--- src/hw/rtl/tsps_pkg.sv ---
// ----------------------------------------------------------------------------
// tsps_pkg
// Shared types and constants of the temperature sensor poll sequencer.
// ----------------------------------------------------------------------------
package tsps_pkg;

	// configuration register indexes
	localparam logic [1:0] CFG_WAIT_LIMIT  = 2'd0;
	localparam logic [1:0] CFG_RETRY_LIMIT = 2'd1;
	localparam logic [1:0] CFG_SENSOR_ADDR = 2'd2;

	// configuration reset values
	localparam logic [15:0] WAIT_LIMIT_RST  = 16'd15000;
	localparam logic [3:0]  RETRY_LIMIT_RST = 4'd3;
	localparam logic [6:0]  SENSOR_ADDR_RST = 7'h48;

	// saturation point of the busy poll counter
	localparam logic [15:0] WAIT_COUNT_MAX = 16'hFFFF;

	// issue codes on the result
	localparam logic [1:0] ISSUE_NONE    = 2'd0;
	localparam logic [1:0] ISSUE_POINTER = 2'd1;
	localparam logic [1:0] ISSUE_READ    = 2'd2;

	// phase codes on the result
	localparam logic [1:0] PHASE_IDLE    = 2'd0;
	localparam logic [1:0] PHASE_RETRY   = 2'd1;
	localparam logic [1:0] PHASE_POINTER = 2'd2;
	localparam logic [1:0] PHASE_READ    = 2'd3;

	// request status
	typedef enum logic [3:0] {
		ST_IDLE    = 4'b0001,
		ST_PENDING = 4'b0010,
		ST_DONE    = 4'b0100,
		ST_FAILED  = 4'b1000
	} req_state_t;

	// bus sequence phase
	typedef enum logic [3:0] {
		PH_IDLE    = 4'b0001,
		PH_RETRY   = 4'b0010,
		PH_POINTER = 4'b0100,
		PH_READ    = 4'b1000
	} seq_phase_t;

	// one input item
	typedef struct packed {
		logic       cmd;
		logic       bus_busy;
		logic       bus_ok;
		logic [7:0] data_msb;
		logic [7:0] data_lsb;
	} item_t;

	// one result item
	typedef struct packed {
		logic [1:0]  phase;
		logic [1:0]  issue;
		logic [6:0]  target_address;
		logic        bus_reset;
		logic        reply_ready;
		logic        reply_failed;
		logic [11:0] temperature_tenths;
	} result_t;

	// configuration write
	typedef struct packed {
		logic        we;
		logic [1:0]  index;
		logic [15:0] data;
	} cfg_wr_t;

	// tenths digit of the fraction: floor(frac * 313 / 1000)
	function automatic logic [3:0] frac_tenths(input logic [4:0] frac);
		logic [3:0] t;
		case (frac) inside
			[5'd0:5'd3]:   t = 4'd0;
			[5'd4:5'd6]:   t = 4'd1;
			[5'd7:5'd9]:   t = 4'd2;
			[5'd10:5'd12]: t = 4'd3;
			[5'd13:5'd15]: t = 4'd4;
			[5'd16:5'd19]: t = 4'd5;
			[5'd20:5'd22]: t = 4'd6;
			[5'd23:5'd25]: t = 4'd7;
			[5'd26:5'd28]: t = 4'd8;
			default:       t = 4'd9;
		endcase
		return t;
	endfunction

	// phase code of a one-hot phase
	function automatic logic [1:0] phase_code(input seq_phase_t ph);
		logic [1:0] c;
		case (ph)
			PH_IDLE:    c = PHASE_IDLE;
			PH_RETRY:   c = PHASE_RETRY;
			PH_POINTER: c = PHASE_POINTER;
			PH_READ:    c = PHASE_READ;
			default:    c = PHASE_IDLE;
		endcase
		return c;
	endfunction

endpackage

--- src/hw/rtl/temp_sensor_poll_sequencer.sv ---
// ----------------------------------------------------------------------------
// temp_sensor_poll_sequencer
// Read sequencer for a bus temperature sensor: request/collect and poll items.
// ----------------------------------------------------------------------------
// Usage
//   Input channel (in_valid/in_ready): one item per transfer. cmd=1 requests a
//   reading or collects a finished one; cmd=0 polls the bus sequence once with
//   the bus status and the received bytes.
//   Output channel (out_valid/out_ready): exactly one result per item, in order.
//   Configuration: cfg_we with cfg_index/cfg_data writes wait_limit (0),
//   retry_limit (1) or sensor_address (2); write only when idle.
// Timing
//   An item goes to an input register, is processed in one pass against the
//   sequencer state and lands in the result register, which shows its result.
//   One item per cycle is sustained while out_ready is high; the state
//   update of one item is done before the next item is processed.
// Reset and stall
//   Reset clears both registers' valid flags, the request status, phase and
//   counters, and loads the configuration defaults. When the receiver stalls,
//   the result is held and one more item waits in the input register, then
//   in_ready drops until the result is taken.
// ----------------------------------------------------------------------------
module temp_sensor_poll_sequencer (
	input  logic        clk,
	input  logic        arst_n,
	// configuration
	input  logic        cfg_we,
	input  logic [1:0]  cfg_index,
	input  logic [15:0] cfg_data,
	// input channel
	input  logic        in_valid,
	output logic        in_ready,
	input  logic        cmd,
	input  logic        bus_busy,
	input  logic        bus_ok,
	input  logic [7:0]  data_msb,
	input  logic [7:0]  data_lsb,
	// output channel
	output logic        out_valid,
	input  logic        out_ready,
	output logic [1:0]  phase,
	output logic [1:0]  issue,
	output logic [6:0]  target_address,
	output logic        bus_reset,
	output logic        reply_ready,
	output logic        reply_failed,
	output logic [11:0] temperature_tenths
);

	logic              valid_s1;
	tsps_pkg::item_t   item_s1;
	logic              advance;
	tsps_pkg::cfg_wr_t cfg;
	tsps_pkg::result_t result;
	tsps_pkg::result_t result_q;

	// stage handshake
	assign advance  = valid_s1 && (!out_valid || out_ready);
	assign in_ready = !valid_s1 || advance;

	// input register
	always_ff @(posedge clk or negedge arst_n) begin
		if (!arst_n) begin
			valid_s1 <= 1'b0;
		end else if (in_ready) begin
			valid_s1 <= in_valid;
		end
	end

	always_ff @(posedge clk) begin
		if (in_valid && in_ready) begin
			item_s1 <= '{cmd: cmd, bus_busy: bus_busy, bus_ok: bus_ok,
				data_msb: data_msb, data_lsb: data_lsb};
		end
	end

	assign cfg = '{we: cfg_we, index: cfg_index, data: cfg_data};

	// sequencer
	tsps_seq u_seq (
		.clk    (clk),
		.arst_n (arst_n),
		.cfg    (cfg),
		.step   (advance),
		.item   (item_s1),
		.result (result)
	);

	// result register
	tsps_out_stage u_out (
		.clk       (clk),
		.arst_n    (arst_n),
		.load      (advance),
		.result_in (result),
		.out_ready (out_ready),
		.out_valid (out_valid),
		.result_q  (result_q)
	);

	assign phase              = result_q.phase;
	assign issue              = result_q.issue;
	assign target_address     = result_q.target_address;
	assign bus_reset          = result_q.bus_reset;
	assign reply_ready        = result_q.reply_ready;
	assign reply_failed       = result_q.reply_failed;
	assign temperature_tenths = result_q.temperature_tenths;

endmodule

--- src/hw/rtl/tsps_seq.sv ---
// ----------------------------------------------------------------------------
// tsps_seq
// Sequencer state, configuration registers and the single-pass update that
// turns one registered item into its result.
// ----------------------------------------------------------------------------
module tsps_seq (
	input  logic              clk,
	input  logic              arst_n,
	input  tsps_pkg::cfg_wr_t cfg,
	input  logic              step,
	input  tsps_pkg::item_t   item,
	output tsps_pkg::result_t result
);

	logic [15:0] wait_limit_q;
	logic [3:0]  retry_limit_q;
	logic [6:0]  sensor_addr_q;

	tsps_pkg::req_state_t st_q, st_d;
	tsps_pkg::seq_phase_t ph_q, ph_d;
	logic [15:0] wait_count_q, wait_count_d;
	logic [3:0]  error_count_q, error_count_d;
	logic [7:0]  temp_int_q;
	logic [4:0]  temp_frac_q;
	logic        load_temp;

	logic [15:0] wait_sat;
	logic [4:0]  error_next;
	logic        fault_hit;
	logic [1:0]  issue;
	logic        ready;
	logic        failed;
	logic [11:0] tenths;

	// configuration registers
	always_ff @(posedge clk or negedge arst_n) begin
		if (!arst_n) begin
			wait_limit_q  <= tsps_pkg::WAIT_LIMIT_RST;
			retry_limit_q <= tsps_pkg::RETRY_LIMIT_RST;
			sensor_addr_q <= tsps_pkg::SENSOR_ADDR_RST;
		end else if (cfg.we) begin
			case (cfg.index)
				tsps_pkg::CFG_WAIT_LIMIT:  wait_limit_q  <= cfg.data;
				tsps_pkg::CFG_RETRY_LIMIT: retry_limit_q <= cfg.data[3:0];
				tsps_pkg::CFG_SENSOR_ADDR: sensor_addr_q <= cfg.data[6:0];
				default: ;
			endcase
		end
	end

	// saturating busy count and next error count
	assign wait_sat   = (wait_count_q != tsps_pkg::WAIT_COUNT_MAX) ?
		wait_count_q + 16'd1 : wait_count_q;
	assign error_next = {1'b0, error_count_q} + 5'd1;

	// next state and result of the item
	always_comb begin
		st_d          = st_q;
		ph_d          = ph_q;
		wait_count_d  = wait_count_q;
		error_count_d = error_count_q;
		load_temp     = 1'b0;
		fault_hit     = 1'b0;
		issue         = tsps_pkg::ISSUE_NONE;
		ready         = 1'b0;
		failed        = 1'b0;
		tenths        = '0;

		if (item.cmd) begin
			// request or collect
			case (st_q)
				tsps_pkg::ST_IDLE: st_d = tsps_pkg::ST_PENDING;
				tsps_pkg::ST_DONE: begin
					st_d   = tsps_pkg::ST_IDLE;
					ready  = 1'b1;
					tenths = {1'b0, temp_int_q, 3'b000} + {3'b000, temp_int_q, 1'b0}
						+ {8'd0, tsps_pkg::frac_tenths(temp_frac_q)};
				end
				tsps_pkg::ST_FAILED: begin
					st_d   = tsps_pkg::ST_IDLE;
					ready  = 1'b1;
					failed = 1'b1;
				end
				default: ;
			endcase
		end else begin
			// one poll of the bus sequence
			case (ph_q)
				tsps_pkg::PH_IDLE, tsps_pkg::PH_RETRY: begin
					wait_count_d = '0;
					if (st_q == tsps_pkg::ST_PENDING) begin
						issue = tsps_pkg::ISSUE_POINTER;
						ph_d  = tsps_pkg::PH_POINTER;
					end
				end
				tsps_pkg::PH_POINTER, tsps_pkg::PH_READ: begin
					if (item.bus_busy) begin
						wait_count_d = wait_sat;
						fault_hit    = (wait_sat > wait_limit_q);
					end else if (item.bus_ok) begin
						error_count_d = '0;
						if (ph_q == tsps_pkg::PH_POINTER) begin
							issue = tsps_pkg::ISSUE_READ;
							ph_d  = tsps_pkg::PH_READ;
						end else begin
							load_temp = 1'b1;
							ph_d      = tsps_pkg::PH_IDLE;
							if (st_q == tsps_pkg::ST_PENDING)
								st_d = tsps_pkg::ST_DONE;
						end
					end else begin
						fault_hit = 1'b1;
					end
				end
				default: ;
			endcase

			// fault: retry from idle or give up
			if (fault_hit) begin
				if (error_next > {1'b0, retry_limit_q}) begin
					if (st_q == tsps_pkg::ST_PENDING)
						st_d = tsps_pkg::ST_FAILED;
					ph_d          = tsps_pkg::PH_IDLE;
					error_count_d = '0;
				end else begin
					error_count_d = error_next[3:0];
					ph_d          = tsps_pkg::PH_RETRY;
				end
			end
		end

		result.phase              = tsps_pkg::phase_code(ph_d);
		result.issue              = issue;
		result.target_address     = (issue != tsps_pkg::ISSUE_NONE) ? sensor_addr_q : '0;
		result.bus_reset          = fault_hit;
		result.reply_ready        = ready;
		result.reply_failed       = failed;
		result.temperature_tenths = tenths;
	end

	// control state
	always_ff @(posedge clk or negedge arst_n) begin
		if (!arst_n) begin
			st_q          <= tsps_pkg::ST_IDLE;
			ph_q          <= tsps_pkg::PH_IDLE;
			wait_count_q  <= '0;
			error_count_q <= '0;
		end else if (step) begin
			st_q          <= st_d;
			ph_q          <= ph_d;
			wait_count_q  <= wait_count_d;
			error_count_q <= error_count_d;
		end
	end

	// last reading, integer and fraction of the 13-bit word
	always_ff @(posedge clk) begin
		if (step && load_temp) begin
			temp_int_q  <= item.data_msb;
			temp_frac_q <= item.data_lsb[7:3];
		end
	end

endmodule

--- src/hw/rtl/tsps_out_stage.sv ---
// ----------------------------------------------------------------------------
// tsps_out_stage
// Result register that holds a finished result until the receiver takes it.
// ----------------------------------------------------------------------------
module tsps_out_stage (
	input  logic              clk,
	input  logic              arst_n,
	input  logic              load,
	input  tsps_pkg::result_t result_in,
	input  logic              out_ready,
	output logic              out_valid,
	output tsps_pkg::result_t result_q
);

	logic out_valid_q;

	assign out_valid = out_valid_q;

	// valid flag
	always_ff @(posedge clk or negedge arst_n) begin
		if (!arst_n) begin
			out_valid_q <= 1'b0;
		end else if (load) begin
			out_valid_q <= 1'b1;
		end else if (out_ready) begin
			out_valid_q <= 1'b0;
		end
	end

	// payload
	always_ff @(posedge clk) begin
		if (load)
			result_q <= result_in;
	end

endmodule

--- config.mk ---
export PLATFORM = sky130hd
export DESIGN_NAME = temp_sensor_poll_sequencer
export DESIGN_NICKNAME = d
export VERILOG_FILES = /design/src/hw/rtl/tsps_pkg.sv /design/src/hw/rtl/temp_sensor_poll_sequencer.sv /design/src/hw/rtl/tsps_seq.sv /design/src/hw/rtl/tsps_out_stage.sv
export SDC_FILE = /design/constraint.sdc
export NUM_CORES = 1
export LEC_CHECK = 0
export ABC_CLOCK_PERIOD_IN_PS = 5900
export BUFFER_PORTS_ARGS = -buffer_cell sky130_fd_sc_hd__buf_2
export CAP_MARGIN = 20
export CORE_MARGIN = 2
export CORE_UTILIZATION = 55
export CTS_CLUSTER_SIZE = 8
export DETAILED_ROUTE_END_ITERATION = 12
export PLACE_DENSITY = 0.77
export SLEW_MARGIN = 20
export SYNTH_ARGS = -nofsm -noshare
export SYNTH_HDL_FRONTEND = slang
export SYNTH_SLANG_ARGS = --single-unit
--- constraint.sdc ---
create_clock -name clk -period 5.9 [get_ports clk]
set_input_delay 1.18 -clock clk [delete_from_list [all_inputs] [get_ports clk]]
set_output_delay 1.18 -clock clk [all_outputs]
set_load 0.02 [all_outputs]
==> results.tsv, run 1 <==
stage	metric	value	unit
run_status	status	completed	
setup_path	Crit path max-delay family	simple AND/OR/NAND/NOR gates	
floorplan	Starting Density	56.8	%
placement	HPWL after detailed placement	8530	um
yosys	Synth async-reset ratio	50.9	%
clocking	Sink Count	112	
clocking	cts hold-fix bufs	0	
run	Max-Cap Viols	0	
timing	Setup TNS Final	0	ns
setup_path	max incr delay on CP	0.45	ns
global_route	GRT Overall Usage	21.6	%
placement	PortBufs	66	
power	P_leak	2.82	nW
timing	fmax	253	MHz
route	Via density	5.79	
power	Max VDD drop	185	uV
clocking	Reg clk slew, reported paths	0.12	ns
setup_path	WS Path Type	flop to flop	
route	Residual DRC	0	
setup_path	slowest stage cell, crit path	dfrtp_1	
floorplan	I/O pin count	70	
timing	final hold violations	0	
global_route	vias in the first global route	4208	
clocking	cts bufs inserted	9	
yosys	Cell Area, Synth	5890	um^2
placement	dpl cells	727	
final_layout	# diodes	0	
placement	GP Congestion	0.830	
timing	worst setup margin	1.94	ns
timing	Final Max Tran Viols	0	
timing	# setup viols final	0	
floorplan	row count	37	
setup_path	crit-path max FO	9	
route	First-pass DRT Iterations	5	
yosys	synth warn	0	
final_layout	layout cells sized above 1	21.7	%
setup_path	crit path buf inv count	0	
final_layout	Filler Cell Count	815	
timing	Fin Hold WS	0.424	ns
route	highest metal used	met4	
floorplan	Die Area	11600	um^2
route	initial DRC count	227	
hold_path	Hold Path Class	flop to flop	
route	Met1 Wirelength	4850	um
floorplan	Die H	108	um
setup_path	crit path DAT	4.08	ns
clocking	CTS tree	built	
timing	Clock Skews	0.0208	ns
yosys	post-synthesis cell count	540	
global_route	largest net degree at the start of global routing	58	
route	wire per inst	15.9	um
route	routed wl met2	5930	um
final_layout	commonest non-fill, non-tap cell in the layout	buf_2	
final_layout	P&R area growth vs syn	10.9	%
setup_path	worst-path cell chain	ha_1 > and3_1 > nand3_1 > nor3_4 > nor2_4 > and3_1 > xor2_1 > ha_1 > nand4_1 > a2111o_1 > nand3_1 > nand2_1 > a311oi_1 > a211oi_1	
yosys	Yosys cell types	61	
route	metal3 WL	767	um
yosys	syn nets	621	
clocking	H-tree Lvls	3	
setup_path	Startpoint Class	flop	
floorplan	chip width	108	um
route	Final ANT Viol Nets	0	
yosys	register area share after synthesis	52.5	%
placement	Placement Setup Slack	2.02	ns
timing	minimum clock period	3.96	ns
timing	RSZ-0062 raised after global routing	no	
clocking	root buffer cell	clkbuf_8	
global_route	first-pass GRT wire length	19600	um
final_layout	fin cells	743	
final_layout	final instance area	6540	um^2
clocking	cts repair resizes	0	
global_route	antenna violations before repair	0	
floorplan	core area	10400	um^2
clocking	CTS max path bufs	2	
route	via count	4302	
yosys	Top FF cell, synth	edfxtp_1	
yosys	Mean Syn Cell Area	10.9	um^2
power	PwrDens	307	nW/um^2
final_layout	most frequent cells in the layout	66 x buf_2, 55 x edfxtp_1, 51 x nand2_1, 44 x dfrtp_1, 40 x nor2_1	
yosys	number of flops mapped to enable cells by yosys	55	
timing	fin crit share	67.0	%
placement	area of placed instances	6330	um^2
route	final wirelength	11800	um
timing	Slew HR	44.9	%
setup_path	Data required, critical path	6.02	ns
clocking	postcts setup bufs	0	
setup_path	Crit. End Element	flop	
yosys	Yosys reg bits	112	
final_layout	fin nets	683	
clocking	Worst-Skew Late Latency	0.39	ns
timing	Worst-Margin Slew	0.823	ns
global_route	global route total overflow	0	
[routing by layer]
| layer | vias to the layer above | track usage, % |
|---|---|---|
| li1 | 2074 | - |
| met4 | 0 | 8.70 |
| met5 | - | 0 |
| met3 | 26 | 4.06 |
| met2 | 147 | 36.6 |
| met1 | 2055 | 27.3 |
[final timing paths]
check	start	to	slack, ns	cells past startpoint
setup / recovery	u_seq.wait_count_q[0]	u_out.result_q[24]	1.94	14
hold / removal	item_s1[12]	u_seq.temp_int_q[4]	0.42	0
setup reg to reg	u_seq.wait_count_q[0]	u_out.result_q[24]	1.94	14
hold reg to reg	item_s1[12]	u_seq.temp_int_q[4]	0.42	0
max in group asynchronous	arst_n	u_seq.ph_q[1]	4.47	2
min in group asynchronous	arst_n	u_seq.wait_count_q[8]	0.91	2
[kinds of logic (layout without fill, tap and decap cells)]
| group | Yosys count | in the layout | synth area share, % |
|---|---|---|---|
| adder cells (fa/ha/maj) | 39 | 39 | 8.53 |
| AO/OA/AOI/OAI | 126 | 126 | 13.3 |
| AND/OR/NAND/NOR | 182 | 182 | 16.6 |
| buffers and inverters | 47 | 114 | 3.42 |
| multiplexers | 14 | 14 | 2.67 |
| flip-flops | 112 | 112 | 52.5 |
| XOR/XNOR | 20 | 20 | 2.97 |
[layout make-up]
cell class | count | area (um^2) | area share, %
clock buffer | 10 | 138 | 2.10
clock inverter | 6 | 65.1 | 0.995
inverter | 29 | 109 | 1.66
multi-input combinational | 381 | 2610 | 39.9
sequential | 112 | 3090 | 47.3
tap | 136 | 170 | 2.60
timing repair buffer | 69 | 353 | 5.40
[cell usage after synthesis (11+ instances only)]
library cell | count | share of area, %
dfstp_2 | 13 | 5.8
dfrtp_1 | 44 | 19
edfxtp_1 | 55 | 28
nand2_1 | 51 | 3.2
o21ai_0 | 38 | 3.2
and3_1 | 11 | 1.2
xnor2_1 | 13 | 1.9
mux2_2 | 14 | 2.7
a21oi_1 | 32 | 2.7
nor2b_1 | 11 | 1.2
ha_1 | 37 | 7.9
nand3_1 | 14 | 1.2
inv_1 | 29 | 1.8
nor2_1 | 41 | 2.6
[flip-flops by register name, indices dropped and copies added, names as in the netlist, 5 cells and up]
name,cells
u_seq.wait_limit_q,16
item_s1,16
u_seq.temp_int_q,8
u_seq.wait_count_q,16
u_out.result_q,26
u_seq.temp_frac_q,5
u_seq.sensor_addr_q,7
[through the flow]
step	power, mW	utilization, %
detailed placement	1.55	61.0
global route	2.12	63.1
finish	2.01	63.1
CTS	2.01	63.0
global placement	1.52	61.0
floorplan	1.42	-
[report_power, final]
part	internal [mW]	total, mW	switching, mW	leakage [nW]
clock	0.180	0.471	0.291	0.104
sequential	0.937	1.03	0.0967	1.23
combinational	0.209	0.503	0.294	1.48
total	1.33	2.01	0.682	2.82
Note: power is estimated with default switching activity, not from simulation.
==> run 2, diff against run 1 <==
--- a/config.mk
+++ b/config.mk
@@ -5,11 +5,12 @@
 export SDC_FILE = /design/constraint.sdc
 export NUM_CORES = 1
 export LEC_CHECK = 0
-export ABC_CLOCK_PERIOD_IN_PS = 5900
+export ABC_AREA = 1
+export ABC_CLOCK_PERIOD_IN_PS = 3200
 export BUFFER_PORTS_ARGS = -buffer_cell sky130_fd_sc_hd__buf_2
 export CAP_MARGIN = 20
 export CORE_MARGIN = 2
-export CORE_UTILIZATION = 55
+export CORE_UTILIZATION = 53
 export CTS_CLUSTER_SIZE = 8
 export DETAILED_ROUTE_END_ITERATION = 12
 export PLACE_DENSITY = 0.77
==> constraint.sdc (replaced) <==
create_clock -name clk -period 3.2 [get_ports clk]
set_input_delay 0.64 -clock clk [delete_from_list [all_inputs] [get_ports clk]]
set_output_delay 0.64 -clock clk [all_outputs]
set_load 0.02 [all_outputs]
==> results.tsv, run 2 <==
stage	metric	value	unit	change
setup_path	Data required, critical path	3.35	ns	-2.67 ns
final_layout	Largest register FFs	26		unchanged
clocking	Sink Count	112		unchanged
setup_path	crit-path most repeated cell	nand2_4		
clocking	root buffer cell	clkbuf_8		
yosys	Post-Synth Adder-Cell Area	8.49	%	-0.045 points
timing	# setup viols final	9		+9
yosys	register area share after synthesis	52.2	%	-0.28 points
timing	Fin Hold WS	0.392	ns	-0.0322 ns
clocking	H-tree Lvls	3		unchanged
final_layout	fin util	65.0	%	+2.0 points
setup_path	crit-path max FO	6		-3
floorplan	I/O pin count	70		unchanged
clocking	cts hold-fix bufs	0		unchanged
setup_path	crit path DAT	3.48	ns	-0.60 ns
yosys	compound-cell area share of the yosys netlist	11.1	%	-2.2 points
yosys	Yosys reg bits	112		unchanged
yosys	most instantiated cells after synthesis	112 x inv_1, 99 x nand2_1, 56 x nor2_1		
power	PwrDens	689	nW/um^2	+120%
hold_path	Hold Path Class	primary input to async pin		
final_layout	Biggest register	u_out.result_q		
yosys	Cell Area, Synth	5930	um^2	+0.53%
timing	final hold violations	0		unchanged
floorplan	row count	38		+2.7%
run_status	status	finished, violations left		
route	Final ANT Viol Nets	0		unchanged
global_route	global route total overflow	0		unchanged
yosys	Area contributors post-synth	edfxtp_1 28%, dfrtp_1 19%, ha_1 7.8%, inv_1 7.1%, nand2_1 6.3%		
timing	Slew HR	39.3	%	-5.6 points
power	P_leak	3.39	nW	+20%
global_route	GRT Overall Usage	21.1	%	-0.53 points
final_layout	final instance area	7080	um^2	+8.2%
clocking	CTS tree	built		
final_layout	commonest non-fill, non-tap cell in the layout	inv_1		
yosys	Top FF cell, synth	edfxtp_1		
floorplan	Die Area	12000	um^2	+4.2%
timing	RSZ-0062 raised after global routing	yes		
clocking	Worst-Skew Late Latency	0.38	ns	about the same
yosys	top-area cell type share of the netlist area	27.9	%	-0.15 points
timing	fin crit share	104	%	+37 points
clocking	cts bufs inserted	9		unchanged
setup_path	max incr delay on CP	0.37	ns	-0.08 ns
setup_path	WS Path Type	flop to flop		
yosys	Mean Syn Cell Area	9.41	um^2	-14%
floorplan	core area	10900	um^2	+5.0%
timing	Worst-Margin Slew	0.909	ns	+0.0856 ns
yosys	synth warn	0		unchanged
yosys	Yosys cell types	48		-21%
setup_path	Crit. End Element	flop		
placement	GP Congestion	0.852		+2.7%
final_layout	Filler Cell Count	859		+5.4%
clocking	Reg clk slew, reported paths	0.11	ns	about the same
final_layout	fin nets	824		+21%
final_layout	fin cells	888		+20%
yosys	area leader, netlist	edfxtp_1		
placement	PortBufs	66		unchanged
timing	fmax	300	MHz	+19%
route	Residual DRC	0		unchanged
route	First-pass DRT Iterations	7		+2
placement	dpl cells	862		+19%
yosys	Synth async-reset ratio	50.9	%	unchanged
timing	minimum clock period	3.33	ns	-0.626 ns
placement	HPWL after detailed placement	8400	um	-1.5%
route	initial DRC count	247		+8.8%
timing	worst setup margin	-0.130	ns	-2.07 ns
yosys	count leader, synth	inv_1		
global_route	vias in the first global route	4518		+7.4%
final_layout	# diodes	0		unchanged
yosys	post-synthesis cell count	630		+17%
route	Via density	5.13		-11%
clocking	CTS max path bufs	2		unchanged
timing	Final Max Tran Viols	0		unchanged
power	total power	4.88	mW	+140%
yosys	largest family of logic cells by synthesized area	simple AND/OR/NAND/NOR gates		
setup_path	slowest stage cell, crit path	dfrtp_1		
floorplan	Die H	110	um	+2.1%
final_layout	most frequent cells in the layout	109 x inv_1, 89 x nand2_1, 66 x buf_2, 55 x edfxtp_1, 53 x nor2_1		
placement	Placement Setup Slack	-0.151	ns	-2.18 ns
placement	area of placed instances	6630	um^2	+4.7%
timing	Setup TNS Final	-0.767	ns	-0.767 ns
route	wire per inst	13.3	um	-17%
global_route	M2 GR Usage	37.0	%	+0.38 points
route	final wirelength	11800	um	-0.26%
floorplan	Starting Density	54.4	%	-2.4 points
setup_path	Startpoint Class	flop		
yosys	syn nets	711		+14%
global_route	largest net degree at the start of global routing	58		unchanged
run	Max-Cap Viols	0		unchanged
final_layout	P&R area growth vs syn	19.4	%	
global_route	antenna violations before repair	0		unchanged
timing	Clock Skews	0.00627	ns	-0.0145 ns
global_route	met1 usage	26.5	%	-0.74 points
global_route	routing usage on met3	4.39	%	+0.33 points
route	via count	4559		+6.0%
global_route	gr busiest metal	met2		
run_status	failing checks	setup timing		
final_layout	layout cells sized above 1	28.1	%	+6.3 points
yosys	Simple-Gate Fraction of Synth Area	18.4	%	+1.8 points
yosys	number of flops mapped to enable cells by yosys	55		unchanged
yosys	portion of netlist area occupied by mux cells	0	%	-2.7 points
global_route	first-pass GRT wire length	19900	um	+1.4%
yosys	XOR/XNOR Fraction of Synth Area	1.31	%	-1.7 points
power	Max VDD drop	360	uV	+95%
floorplan	chip width	110	um	+2.1%
[run 2: cell count changes in the layout (fill, tap and decap cells not counted), moves of 8 or more]
cell,delta
a22o_1,-10
nor2b_1,-11
o31ai_1,-9
xnor2_1,-12
buf_4,+40
nand3_1,+13
nand3_2,+8
inv_1,+80
nand2b_1,-10
and3_1,-10
nand2_1,+38
mux2_2,-14
nor2_1,+13
[run 2: cell families after synthesis]
group / Yosys count
compound gates: 113
simple gates: 231
buf+inv: 127
flops: 112
fa+ha+maj: 39
xor+xnor: 8
[run 2: path summary, 6_finish.rpt]
| check | cells past startpoint | endpoint | slack, ns | from |
|---|---|---|---|---|
| worst max-delay path | 25 | u_out.result_q[25] | -0.13 | u_seq.wait_count_q[1] |
| worst min register to register | 0 | u_seq.temp_int_q[0] | 0.43 | item_s1[8] |
| max in group asynchronous | 2 | u_seq.wait_count_q[8] | 2.34 | arst_n |
| min in group clk | 1 | item_s1[4] | 0.43 | data_lsb[4] |
| worst max register to register | 25 | u_out.result_q[25] | -0.13 | u_seq.wait_count_q[1] |
| worst min-delay path | 2 | u_seq.sensor_addr_q[1] | 0.39 | arst_n |
[run 2: what timing repair did]
item	in CTS	in global routing
gates cloned	0	0
endpoints found under the setup margin	9	17
resized for setup	9	38
pin swaps	0	25
setup buffers	3	7
[run 2: critical path, delay by kind of cell (launching register included)]
family	cells	cell delay, ns
xor+xnor	1	0.18
compound gates	1	0.09
fa+ha+maj	2	0.46
buf+inv	4	0.21
flops	1	0.37
simple gates	17	1.79
[run 2: routing by layer]
metal	wire length [um]	part of all wire [%]
met3	531	4.5
met4	131	1.1
met2	5950	51
met5	0	0
met1	5170	44
[run 2: where the power goes]
part | switching, mW | internal (mW) | total [mW]
registers | 0.187 | 1.82 | 2.01
clock network | 0.497 | 0.368 | 0.864
logic | 1.18 | 0.826 | 2.00
total | 1.86 | 3.02 | 4.88
[run 2: final cells by class]
| type | count | area (um^2) | share of cell area, % |
|---|---|---|---|
| Clock inverter | 6 | 68.8 | 0.972 |
| Multi-Input combinational cell | 391 | 2500 | 35.3 |
| Sequential cell | 112 | 3090 | 43.7 |
| Tap cell | 140 | 175 | 2.47 |
| Timing Repair Buffer | 110 | 664 | 9.39 |
| Clock buffer | 10 | 128 | 1.80 |
| Inverter | 119 | 449 | 6.35 |
==> run 3, diff against run 2 <==
--- a/config.mk
+++ b/config.mk
@@ -6,7 +6,6 @@
 export NUM_CORES = 1
 export LEC_CHECK = 0
 export ABC_AREA = 1
-export ABC_CLOCK_PERIOD_IN_PS = 3200
 export BUFFER_PORTS_ARGS = -buffer_cell sky130_fd_sc_hd__buf_2
 export CAP_MARGIN = 20
 export CORE_MARGIN = 2
@@ -14,6 +13,7 @@
 export CTS_CLUSTER_SIZE = 8
 export DETAILED_ROUTE_END_ITERATION = 12
 export PLACE_DENSITY = 0.77
+export RECOVER_POWER = 25
 export SLEW_MARGIN = 20
 export SYNTH_ARGS = -nofsm -noshare
 export SYNTH_HDL_FRONTEND = slang
==> results.tsv, run 3 (synthesis gave the netlist of run 2 again) <==
stage	metric	value	unit	change
power	combinational share of power	41.0	%	about the same
hold_path	Worst Hold Depth	0		
floorplan	I/O pin count	70		unchanged
timing	fmax	300	MHz	about the same
setup_path	Worst Reg-to-Reg Cells	25		unchanged
route	First-pass DRT Iterations	8		+1
route	final wirelength	11800	um	about the same
clocking	CTS tree	built		
setup_path	Worst R2R Setup Slack	-0.13	ns	about the same
final_layout	final instance area	7070	um^2	-0.12%
global_route	first-pass GRT wire length	19900	um	unchanged
placement	Placement Setup Slack	-0.151	ns	unchanged
power	cell-internal power	3.02	mW	about the same
hold_path	hold path start	item_s1[8]		
final_layout	commonest non-fill, non-tap cell in the layout	inv_1		
global_route	global route total overflow	0		unchanged
power	Max VDD drop	360	uV	+0.13%
clocking	Worst-Skew Late Latency	0.38	ns	about the same
floorplan	Die Area	12000	um^2	unchanged
timing	Slew HR	6.41	%	-33 points
route	wire per inst	13.3	um	about the same
timing	fin crit share	104	%	about the same
placement	area of placed instances	6630	um^2	unchanged
power	Clk pwr share	17.7	%	about the same
timing	RSZ-0062 raised after global routing	yes		
global_route	GRT Overall Usage	21.1	%	unchanged
route	Via density	5.17		+0.72%
setup_path	crit path buf inv count	4		unchanged
global_route	antenna violations before repair	0		unchanged
route	Final ANT Viol Nets	0		unchanged
final_layout	# diodes	0		unchanged
run	Max-Cap Viols	0		unchanged
floorplan	row count	38		unchanged
timing	Final Max Tran Viols	0		unchanged
placement	PortBufs	66		unchanged
clocking	CTS max path bufs	2		unchanged
final_layout	P&R area growth vs syn	19.3	%	
clocking	Sink Count	112		unchanged
final_layout	layout cells sized above 1	27.4	%	-0.67 points
run_status	failing checks	setup timing		
hold_path	Hold Path Class	flop to flop		
timing	Setup TNS Final	-0.762	ns	+0.00465 ns
setup_path	Crit. End Element	flop		
setup_path	Crit path max-delay family	simple AND/OR/NAND/NOR gates		
clocking	cts bufs inserted	9		unchanged
setup_path	reg2reg start	u_seq.wait_count_q[1]		
route	Residual DRC	0		unchanged
setup_path	Critical R2R Capture	u_out.result_q[25]		
final_layout	Filler Cell Count	864		+0.58%
route	initial DRC count	245		-0.81%
setup_path	Startpoint Class	flop		
hold_path	hold endpoint	u_seq.temp_int_q[0]		
placement	GP Congestion	0.852		unchanged
power	Sw Ratio	38.2	%	about the same
timing	Clock Skews	0.00574	ns	-0.000530 ns
placement	HPWL after detailed placement	8400	um	unchanged
global_route	vias in the first global route	4518		unchanged
setup_path	crit path DAT	3.48	ns	about the same
power	total power	4.88	mW	about the same
timing	final hold violations	0		unchanged
run_status	status	finished, violations left		
route	via count	4592		+0.72%
timing	Worst-Margin Slew	1.40	ns	+0.495 ns
global_route	largest net degree at the start of global routing	58		unchanged
floorplan	chip width	110	um	unchanged
final_layout	Largest register FFs	26		unchanged
setup_path	WS Path Type	flop to flop		
timing	worst setup margin	-0.131	ns	-0.000475 ns
final_layout	Biggest register	u_out.result_q		
clocking	Reg clk slew, reported paths	0.11	ns	about the same
power	P_leak	3.38	nW	-0.43%
final_layout	most frequent cells in the layout	109 x inv_1, 89 x nand2_1, 61 x buf_2, 55 x edfxtp_1, 53 x nor2_1		
power	register share of total power	41.2	%	about the same
final_layout	fin util	64.9	%	-0.080 points
final_layout	fin nets	824		unchanged
floorplan	core area	10900	um^2	unchanged
timing	# setup viols final	9		unchanged
setup_path	crit-path most repeated cell	nand2_4		
setup_path	max incr delay on CP	0.37	ns	about the same
setup_path	Data required, critical path	3.35	ns	about the same
clocking	root buffer cell	clkbuf_8		
clocking	cts hold-fix bufs	0		unchanged
power	sw power	1.86	mW	about the same
floorplan	Die H	110	um	unchanged
setup_path	slowest stage cell, crit path	dfrtp_1		
timing	minimum clock period	3.33	ns	+0.000475 ns
setup_path	crit-path max FO	6		unchanged
clocking	H-tree Lvls	3		unchanged
floorplan	Starting Density	54.4	%	unchanged
power	PwrDens	690	nW/um^2	about the same
run 3: cell count changes in the layout (fill, tap and decap cells not counted), sizes merged:
cell	change
buf	-6
clkbuf	+6
run 3: worst max-delay path by stage:
stage	start	end	slack, ns	depth (start not counted)
4_1_cts	u_seq.wait_count_q[0]	u_out.result_q[24]	0.003	25
3_3_place_gp	u_seq.wait_count_q[0]	u_out.result_q[25]	-0.07	25
3_5_place_dp	u_seq.wait_count_q[0]	u_out.result_q[25]	-0.15	25
2_1_floorplan	u_seq.wait_count_q[0]	u_out.result_q[25]	0.15	23
5_1_grt	u_seq.wait_count_q[0]	u_out.result_q[24]	-0.33	23
6_report	u_seq.wait_count_q[1]	u_out.result_q[25]	-0.13	25
run 3: area by class of cell:
class / instances / area (um^2) / area share (%)
Inverter: 119 / 449 / 6.35
Sequential cell: 112 / 3090 / 43.8
Clock buffer: 10 / 128 / 1.81
Multi-Input combinational cell: 391 / 2500 / 35.3
Timing Repair Buffer: 110 / 656 / 9.27
Tap cell: 140 / 175 / 2.48
Clock inverter: 6 / 68.8 / 0.973
run 3: repair_timing:
action | 4_1_cts | 5_1_grt
setup endpoints to repair | 9 | 17
resized for setup | 9 | 38
buffers inserted | 3 | 7
pin swaps | 0 | 25
run 3: power by group through the flow:
stage	Sequential, mW	Combinational (mW)	Clock, mW
after floorplan	2.09	1.16	0
after global placement	2.02	1.70	0
after detailed placement	2.03	1.77	0
after CTS	2.00	1.82	0.877
after global routing	2.05	2.26	0.948
final	2.01	2.00	0.864
run 3: per-layer routing:
layer	track usage [%]	vias to the layer above	part of all wire, %
met1	26.5	2148	44
met2	37.0	129	50
met4	5.33	0	1.2
li1	-	2299	-
met3	4.39	16	4.7
met5	0	-	0
run 3: through the flow:
stage                     hold slack [ns]  instances
after floorplan                     0.344        630
after global placement              0.401        862
after detailed placement            0.405        862
after CTS                           0.403        881
after global routing                0.397        888
final                               0.427        888
